==> src/hw/rtl/tcsp_pkg.sv <==
// Shared types and constants for the text command session parser.
// Response codes, control characters, command words and the match flags struct.
// No dependencies.
`default_nettype none

package tcsp_pkg;

  localparam int BYTE_W     = 8;
  localparam int RESP_W     = 3;
  localparam int TIMER_W    = 16;
  localparam int PREFIX_LEN = 6;
  localparam int PFX_W      = 3;
  localparam int WORD_MAX   = 5;

  localparam logic [RESP_W-1:0] RESP_NONE     = 3'd0;
  localparam logic [RESP_W-1:0] RESP_OK_START = 3'd1;
  localparam logic [RESP_W-1:0] RESP_OK_STOP  = 3'd2;
  localparam logic [RESP_W-1:0] RESP_PONG_OFF = 3'd3;
  localparam logic [RESP_W-1:0] RESP_PONG_ON  = 3'd4;
  localparam logic [RESP_W-1:0] RESP_ERROR    = 3'd5;

  localparam logic [BYTE_W-1:0] CHAR_CR = 8'h0D;
  localparam logic [BYTE_W-1:0] CHAR_LF = 8'h0A;

  localparam logic [TIMER_W-1:0] TIMEOUT_RESET = 16'd5000;
  localparam logic [TIMER_W-1:0] TIMER_MAX     = 16'hFFFF;

  // Words are stored first character in the lowest byte.
  typedef logic [WORD_MAX*BYTE_W-1:0] word_t;
  typedef logic [BYTE_W-1:0] prefix_t [PREFIX_LEN];

  localparam word_t WORD_START = {"T", "R", "A", "T", "S"};
  localparam word_t WORD_HELLO = {"O", "L", "L", "E", "H"};
  localparam word_t WORD_ON    = {8'h00, 8'h00, 8'h00, "N", "O"};
  localparam word_t WORD_STOP  = {8'h00, "P", "O", "T", "S"};
  localparam word_t WORD_OFF   = {8'h00, 8'h00, "F", "F", "O"};
  localparam word_t WORD_PING  = {8'h00, "G", "N", "I", "P"};

  typedef struct packed {
    logic start_cmd;
    logic stop_cmd;
    logic ping_cmd;
  } match_t;

  function automatic logic word_match(input prefix_t pfx, input logic [PFX_W-1:0] len,
                                      input word_t word, input logic [PFX_W-1:0] wlen);
    logic same;
    same = (len == wlen);
    for (int i = 0; i < WORD_MAX; i++) begin
      if ((PFX_W'(i) < wlen) && (pfx[i] != word[i*BYTE_W +: BYTE_W])) begin
        same = 1'b0;
      end
    end
    return same;
  endfunction

endpackage

`default_nettype wire

==> src/hw/rtl/text_command_session_parser.sv <==
// Text command session parser: line gathering, command decode, idle timeout.
// Depends on tcsp_pkg and tcsp_match.
// An input transaction passes through the input register and then the result register.
// Throughput: one item per cycle while m_axis_tready allows; the result register and input register stall together.
// Only the first six characters before the first zero byte are kept for matching.
// Reset (rst, synchronous): line empty, reporting off, idle count 0, timeout 5000.
`default_nettype none

module text_command_session_parser
  import tcsp_pkg::*;
#(
  parameter int LINE_CAPACITY = 32
) (
  input  wire                clk,
  input  wire                rst,
  input  wire                s_axis_tvalid,
  output logic               s_axis_tready,
  input  wire  [7:0]         s_axis_tdata,   // [7:0] rx_byte
  input  wire  [0:0]         s_axis_tuser,   // [0] command (1 = tick)
  output logic               m_axis_tvalid,
  input  wire                m_axis_tready,
  output logic [7:0]         m_axis_tdata,   // [2:0] response, [3] reporting_on, [7:4] zero
  input  wire                cfg_valid,
  output logic               cfg_ready,
  input  wire  [TIMER_W-1:0] cfg_data
);

  localparam int LEN_W = $clog2(LINE_CAPACITY);
  localparam logic [LEN_W-1:0] LEN_MAX = LEN_W'(LINE_CAPACITY - 1);

  logic              in_valid;
  logic              in_cmd;
  logic [BYTE_W-1:0] in_byte;
  logic              advance;

  logic [LEN_W-1:0]   line_length, line_length_next;
  logic [PFX_W-1:0]   eff_len, eff_len_next;
  logic               zero_seen, zero_seen_next;
  prefix_t            prefix;
  logic               store_en;
  logic               reporting, reporting_next;
  logic [TIMER_W-1:0] idle_count, idle_count_next, idle_inc;
  logic [TIMER_W-1:0] idle_timeout;
  logic [RESP_W-1:0]  resp_next;
  logic [RESP_W-1:0]  resp;
  match_t             hit;

  assign advance       = in_valid && (!m_axis_tvalid || m_axis_tready);
  assign s_axis_tready = !in_valid || advance;
  assign cfg_ready     = 1'b1;
  assign m_axis_tdata  = {4'b0000, reporting, resp};

  tcsp_match u_match (
    .prefix (prefix),
    .eff_len(eff_len),
    .hit    (hit)
  );

  always_ff @(posedge clk) begin
    if (rst) begin
      in_valid <= 1'b0;
    end else if (s_axis_tready) begin
      in_valid <= s_axis_tvalid;
    end
    if (s_axis_tready && s_axis_tvalid) begin
      in_cmd  <= s_axis_tuser[0];
      in_byte <= s_axis_tdata;
    end
  end

  always_ff @(posedge clk) begin
    if (rst) begin
      idle_timeout <= TIMEOUT_RESET;
    end else if (cfg_valid) begin
      idle_timeout <= cfg_data;
    end
  end

  assign idle_inc = (idle_count == TIMER_MAX) ? idle_count : idle_count + TIMER_W'(1);

  always_comb begin
    line_length_next = line_length;
    eff_len_next     = eff_len;
    zero_seen_next   = zero_seen;
    reporting_next   = reporting;
    idle_count_next  = idle_count;
    resp_next        = RESP_NONE;
    store_en         = 1'b0;
    if (in_cmd) begin
      idle_count_next = idle_inc;
      if (reporting && (idle_inc >= idle_timeout)) begin
        reporting_next = 1'b0;
      end
    end else if (in_byte == CHAR_CR) begin
      resp_next = RESP_NONE;
    end else if (in_byte == CHAR_LF) begin
      if (line_length != '0) begin
        if (hit.start_cmd) begin
          reporting_next  = 1'b1;
          idle_count_next = '0;
          resp_next       = RESP_OK_START;
        end else if (hit.stop_cmd) begin
          reporting_next  = 1'b0;
          idle_count_next = '0;
          resp_next       = RESP_OK_STOP;
        end else if (hit.ping_cmd) begin
          idle_count_next = '0;
          resp_next       = reporting ? RESP_PONG_ON : RESP_PONG_OFF;
        end else begin
          resp_next = RESP_ERROR;
        end
      end
      line_length_next = '0;
      eff_len_next     = '0;
      zero_seen_next   = 1'b0;
    end else if (line_length >= LEN_MAX) begin
      line_length_next = '0;
      eff_len_next     = '0;
      zero_seen_next   = 1'b0;
    end else begin
      store_en         = 1'b1;
      line_length_next = line_length + LEN_W'(1);
      if (!zero_seen) begin
        if (in_byte == '0) begin
          zero_seen_next = 1'b1;
        end else if (eff_len < PFX_W'(PREFIX_LEN)) begin
          eff_len_next = eff_len + PFX_W'(1);
        end
      end
    end
  end

  always_ff @(posedge clk) begin
    if (rst) begin
      line_length   <= '0;
      eff_len       <= '0;
      zero_seen     <= 1'b0;
      reporting     <= 1'b0;
      idle_count    <= '0;
      m_axis_tvalid <= 1'b0;
    end else begin
      if (advance) begin
        line_length <= line_length_next;
        eff_len     <= eff_len_next;
        zero_seen   <= zero_seen_next;
        reporting   <= reporting_next;
        idle_count  <= idle_count_next;
        resp        <= resp_next;
      end
      if (advance) begin
        m_axis_tvalid <= 1'b1;
      end else if (m_axis_tready) begin
        m_axis_tvalid <= 1'b0;
      end
    end
  end

  always_ff @(posedge clk) begin
    for (int i = 0; i < PREFIX_LEN; i++) begin
      if (advance && store_en && (line_length == LEN_W'(i))) begin
        prefix[i] <= in_byte;
      end
    end
  end

  a_tick_no_resp: assert property (@(posedge clk) disable iff (rst)
    advance && in_cmd |=> m_axis_tdata[2:0] == RESP_NONE)
    else $error("tick produced a response");

  a_start_on: assert property (@(posedge clk) disable iff (rst)
    m_axis_tvalid && (resp == RESP_OK_START) |-> reporting)
    else $error("start response with reporting off");

  a_stop_off: assert property (@(posedge clk) disable iff (rst)
    m_axis_tvalid && (resp == RESP_OK_STOP) |-> !reporting)
    else $error("stop response with reporting on");

  a_len_bound: assert property (@(posedge clk) disable iff (rst)
    (line_length <= LEN_MAX) && (eff_len <= PFX_W'(PREFIX_LEN)))
    else $error("line length out of range");

endmodule

`default_nettype wire

==> src/hw/rtl/tcsp_match.sv <==
// Exact command word matcher over the stored line prefix.
// Depends on tcsp_pkg.
`default_nettype none

module tcsp_match
  import tcsp_pkg::*;
(
  input  prefix_t          prefix,
  input  logic [PFX_W-1:0] eff_len,
  output match_t           hit
);

  always_comb begin
    hit.start_cmd = word_match(prefix, eff_len, WORD_START, PFX_W'(5)) ||
                    word_match(prefix, eff_len, WORD_HELLO, PFX_W'(5)) ||
                    word_match(prefix, eff_len, WORD_ON, PFX_W'(2));
    hit.stop_cmd  = word_match(prefix, eff_len, WORD_STOP, PFX_W'(4)) ||
                    word_match(prefix, eff_len, WORD_OFF, PFX_W'(3));
    hit.ping_cmd  = word_match(prefix, eff_len, WORD_PING, PFX_W'(4));
  end

endmodule

`default_nettype wire
==> config.mk <==
export PLATFORM = sky130hd
export DESIGN_NAME = text_command_session_parser
export DESIGN_NICKNAME = d
export VERILOG_FILES = /design/src/hw/rtl/tcsp_pkg.sv /design/src/hw/rtl/text_command_session_parser.sv /design/src/hw/rtl/tcsp_match.sv
export SDC_FILE = /design/constraint.sdc
export NUM_CORES = 1
export LEC_CHECK = 0
export ABC_AREA = 1
export BUFFER_PORTS_ARGS = -buffer_cell sky130_fd_sc_hd__buf_2
export CORE_MARGIN = 8
export CORE_UTILIZATION = 25
export CTS_CLUSTER_DIAMETER = 120
export DETAILED_ROUTE_END_ITERATION = 12
export SLEW_MARGIN = 10
export SYNTH_ARGS = -nofsm -noshare
export SYNTH_HDL_FRONTEND = slang
export SYNTH_HIERARCHICAL = 1
export SYNTH_SLANG_ARGS = --single-unit
export TNS_END_PERCENT = 20
==> constraint.sdc <==
create_clock -name clk -period 2.4 [get_ports clk]
set_input_delay 0.48 -clock clk [delete_from_list [all_inputs] [get_ports clk]]
set_output_delay 0.48 -clock clk [all_outputs]
set_load 0.02 [all_outputs]
==> results.cfg, run 1 <==
[status]
status = complete, no violations

[placement]
place_ws_ns = 0.0474
hpwl_mm = 8.66
port_buffers = 35
place_congestion = 0.855

[clock_network]
path_clk_slew_ns = 0.07
clkSinkCount = 96
cts_tree = done
clock_path_buffers = 2
htreeDepth = 3
clock_latency_ns = 0.35
cts_buffers = 9
cts-root-buf = clkbuf_16
cts_hold_buf = 0

[routing]
avgViaCountPerCell = 4.23
routed_wl_mm = 11.5
drc = 0
ant_nets = 0
drt-initial-drc-count = 191
dr_total_vias = 4017
firstDrtPassIters = 4
wl_per_cell_um = 12.2

[logic_synthesis]
syn_area_um2 = 5090
synthCells = 614
avgSynthCellArea_um2 = 8.29
synth_warnings = 6

[sta]
rsz0062_at_grt = yes
slew_violations = 0
fin_worst_skew_ns = 0.00565
fin_setup_tns_ns = 0
fin_crit_ns = 2.29
setup_viol = 0
worst_slew_pin_slew_ns = 0.569
setup_slack_ns = 0.106
final_hold_viol_count = 0
maxSlewHeadroom = 0.620
fmaxAchievable_mhz = 436
fin_crit_sh = 0.956

[global_route]
overflow = 0
grt_pass1_vias = 3667
antenna_found_initial = 0
grt_pass1_wl_mm = 18.5
track_usage = 0.0941
grt_max_degree = 22

[floorplan]
ioPinCount = 41
dieArea_um2 = 25200
core_area_um2 = 20100
rows = 52
start_util = 0.253
die_h_um = 159
die_w_um = 159

[worst_setup_path]
critPathArrivalTime_ns = 2.58
rrSetupSlack_ns = 0.11
critical_path_class = reg -> reg
cp-end-kind = flop
worstPathRequired_ns = 2.69
critPathLaunchType = flop
path_max_fanout = 4

[layout]
antenna_cells = 0
drive_gt1_frac = 0.234
nets = 728
area_growth_pct = 22.2

[min_path]
hold_path_class = in -> reg

[power]
power.density_nw_per_um2 = 546
p_leak_nw = 2.55
peakVddDrop_uv = 358

[flow_run]
maxCapViolations = 0
==> cell type report <==
cell class	count	area (um^2)
clock buffers	10	229
clock inverters	6	53.8
fillers	2144	13900
inverters	93	352
multi-input cells	412	2370
flip-flops and latches	96	2450
well taps	270	338
repair buffers	63	422
==> power by group <==
group	internal, mW	switching, mW
Clock	0.719	0.660
Combinational	0.0762	0.136
Sequential	1.77	0.0294
==> placed cells by master, fill, tap and decap left out, types with 2 or more instances in the layout <==
| master | count |
|---|---|
| o21ai_1 | 2 |
| dfxtp_2 | 6 |
| nand2_4 | 9 |
| inv_2 | 9 |
| buf_6 | 3 |
| clkinvlp_4 | 3 |
| xor2_1 | 6 |
| xor2_2 | 3 |
| buf_2 | 35 |
| xnor2_1 | 4 |
| dfxtp_1 | 37 |
| buf_12 | 2 |
| ha_1 | 18 |
| nor2_4 | 5 |
| nand2_1 | 137 |
| nand2_2 | 17 |
| nor3_4 | 3 |
| buf_4 | 23 |
| ha_4 | 5 |
| nand4_1 | 9 |
| nor2_1 | 66 |
| nor2_2 | 4 |
| nor3_1 | 13 |
| inv_8 | 2 |
| conb_1 | 5 |
| a21oi_2 | 13 |
| o21ai_0 | 19 |
| clkbuf_16 | 9 |
| a21oi_1 | 36 |
| edfxtp_1 | 52 |
| nand3_1 | 25 |
| inv_1 | 83 |
==> worst max-delay path, stage by stage, from the launching register on <==
cell and delay, ns:
dfxtp_4 0.37, buf_6 0.12, nand3_4 0.11, nor3_4 0.33, nand4_1 0.15, nand2_2 0.10
nand2_4 0.05, ha_1 0.30, nand2_1 0.07, nor3b_2 0.15, nand2_1 0.08, a21oi_2 0.10
nand2_1 0.06, nand2_1 0.05, nand2_1 0.06, a21oi_2 0.13
==> final timing paths <==
kind | start | endpoint | cells after the start
max | idle_count[1] | reporting | 15
min reg2reg | idle_timeout[1] | idle_timeout[1] | 2
max reg2reg | idle_count[1] | reporting | 15
min | s_axis_tdata[3] | in_byte[3] | 1
==> state kept, by name, summed over array words and instances, names as in the netlist <==
signal	cells
m_axis_tvalid	1
in_cmd	1
in_valid	1
zero_seen	1
resp	3
idle_timeout	16
prefix	40
reporting	1
eff_len	3
line_length	5
idle_count	16
in_byte	8
==> metrics by stage <==
stage           util  hold WS (ns)  instances  power (mW)  area (um^2)
2_1_floorplan      -         0.435        617        1.96         5100
3_3_place_gp   0.283         0.458        929        2.04         5700
3_5_place_dp   0.283         0.459        929        2.04         5700
4_1_cts        0.297         0.292        945        3.42         5980
5_1_grt        0.309         0.289        950        3.53         6220
6_report       0.309         0.301        950        3.39         6220
==> routing by layer <==
layer	routed length [um]	GRT usage	up-vias
li1	-	-	2090
met1	5690	0.127	1857
met2	5220	0.144	57
met3	444	0.0171	13
met4	200	0.0413	0
met5	0	0	-
==> what timing repair did <==
| item | in CTS | in global routing |
|---|---|---|
| gates resized for setup | 0 | 50 |
| endpoints found under the setup margin | 0 | 2 |
| setup buffers | 0 | 5 |
| endpoints found under the hold margin | 0 | 0 |
Note: power is estimated with default switching activity, not from simulation.
==> run 2: changes to the inputs <==
--- a/config.mk
+++ b/config.mk
@@ -7,7 +7,8 @@
 export LEC_CHECK = 0
 export ABC_AREA = 1
 export BUFFER_PORTS_ARGS = -buffer_cell sky130_fd_sc_hd__buf_2
-export CORE_MARGIN = 8
+export CORE_ASPECT_RATIO = 0.7
+export CORE_MARGIN = 2
 export CORE_UTILIZATION = 25
 export CTS_CLUSTER_DIAMETER = 120
 export DETAILED_ROUTE_END_ITERATION = 12
==> run 2 against run 1 <==
  * Wire length up 4.6%
  * Count of clock-buffer cells in the layout grew 1
  * Register-to-register slack got worse by 0.02 ns
  * Worst hold slack is essentially flat
  * Sequential share of layout area shrank 0.78 points
  * Maximum frequency shrank 0.98%
==> results.cfg, run 2 (synthesis results as in run 1) <==
[status]
status = complete, no violations

[sta]
fmaxAchievable_mhz = 432
fin_crit_sh = 0.965
setup_slack_ns = 0.0831
setup_viol = 0
whs_ns = 0.301
maxSlewHeadroom = 0.624
slew_violations = 0
worst_slew_pin_slew_ns = 0.563
final_hold_viol_count = 0
fin_setup_tns_ns = 0
fin_worst_skew_ns = 0.0111
rsz0062_at_grt = yes
fin_crit_ns = 2.32

[layout]
antenna_cells = 0
utilization = 0.318
largest_registers = prefix: 40 flops, idle_count: 16 flops, idle_timeout: 16 flops
drive_gt1_frac = 0.247
layout_common_cells = 139 x nand2_1, 84 x inv_1, 62 x nor2_1
largest_reg_flops = 40
area_growth_pct = 24.6
top_register = prefix
layout_commonest_cell = nand2_1
nets = 735

[clock_network]
clock_path_buffers = 2
path_clk_slew_ns = 0.07
cts_hold_buf = 0
cts_buffers = 9
cts_tree = done
cts-root-buf = clkbuf_16
clock_latency_ns = 0.35
clkSinkCount = 96
htreeDepth = 3

[power]
p_leak_nw = 2.62
power.density_nw_per_um2 = 546
peakVddDrop_uv = 251

[routing]
drt-initial-drc-count = 364
ant_nets = 0
avgViaCountPerCell = 4.25
dr_total_vias = 4063
wl_per_cell_um = 12.6
routed_wl_mm = 12.1
drc = 0
firstDrtPassIters = 5

[worst_setup_path]
slowest_stage = dfxtp_2
rrSetupSlack_ns = 0.08
rr_worst_depth = 17
cp-end-kind = flop
cp_cell_sequence = ha_4 > nand2_4 > nor2_4 > nand2_2 > nor2_4 > clkinv_4 > buf_12 > buf_4 > nand2_4 > ha_1 > nand2_1 > o21ai_1 > a21oi_2 > nand2_1 > nand2_1 > nand2_1 > a21oi_2
r2r-start = idle_count[1]
worstPathRequired_ns = 2.69
path_max_fanout = 8
timing.rr.end = reporting
critPathArrivalTime_ns = 2.61
critPathMaxStageDelay_ns = 0.35
critPathLaunchType = flop
crit_top_cell = nand2_1
critical_path_class = reg -> reg

[placement]
port_buffers = 35
place_congestion = 0.877
hpwl_mm = 8.89
place_ws_ns = -0.0403

[floorplan]
rows = 43
start_util = 0.256
dieArea_um2 = 21500
ioPinCount = 41
die_h_um = 123
die_w_um = 175
core_area_um2 = 19900

[global_route]
track_usage = 0.115
grt_max_degree = 30
antenna_found_initial = 0
grt_pass1_wl_mm = 19.1
grt_pass1_vias = 3600
overflow = 0

[min_path]
holdCritStartpoint = s_axis_tdata[6]
hold_path_class = in -> reg
holdPathEnd = in_byte[6]
whs_path_depth = 1

[flow_run]
maxCapViolations = 0
## run 2: final cells by class
class,instances,area (um^2)
clock buffer,11,255
clock inverter,5,36.3
fill,2102,13600
inverter,93,354
multi-input combinational,412,2420
sequential,96,2450
tap,270,338
timing repair buffer,70,483
## run 2: stage by stage
stage          instance area, um^2  std cells  power [mW]
2_1_floorplan                 5100        617        1.96
3_3_place_gp                  5750        935        2.05
3_5_place_dp                  5750        935        2.05
4_1_cts                       6050        951        3.49
5_1_grt                       6340        957        3.60
6_report                      6340        957        3.46
## run 2: what timing repair did
| action | CTS | global route |
|---|---|---|
| gates resized for setup | 1 | 53 |
| pin swaps | 0 | 18 |
| setup endpoints to repair | 1 | 2 |
| setup buffers | 0 | 6 |
## run 2: layer usage
metal | track usage | vias up | routed length [um]
met5 | 0 | - | 0
met4 | 0.0391 | 0 | 196
met3 | 0.0237 | 14 | 560
met2 | 0.153 | 97 | 4600
met1 | 0.179 | 1841 | 6710
li1 | - | 2111 | -
## run 2: report_power, final
group	total [mW]	internal, mW	switching [mW]	leakage (nW)
Combinational	0.224	0.0803	0.144	1.63
Sequential	1.81	1.77	0.0324	0.840
Clock	1.43	0.777	0.655	0.148
Total	3.46	2.63	0.831	2.62
## run 2: worst max-delay path by stage
stage	from	endpoint	slack, ns	cells after the start
after floorplan	m_axis_tready	prefix[32]	0.13	8
after global placement	idle_count[0]	reporting	-0.04	18
after detailed placement	idle_count[0]	reporting	-0.04	18
after CTS	idle_count[4]	reporting	0.007	16
after global routing	idle_count[1]	reporting	-0.06	17
final	idle_count[1]	reporting	0.08	17
## run 2: worst max-delay path: cells and delay by family (launching register included)
family / cells / cell delay, ns
simple gates: 9 / 0.75
flops: 1 / 0.35
fa+ha+maj: 2 / 0.39
compound gates: 3 / 0.34
buf+inv: 3 / 0.41
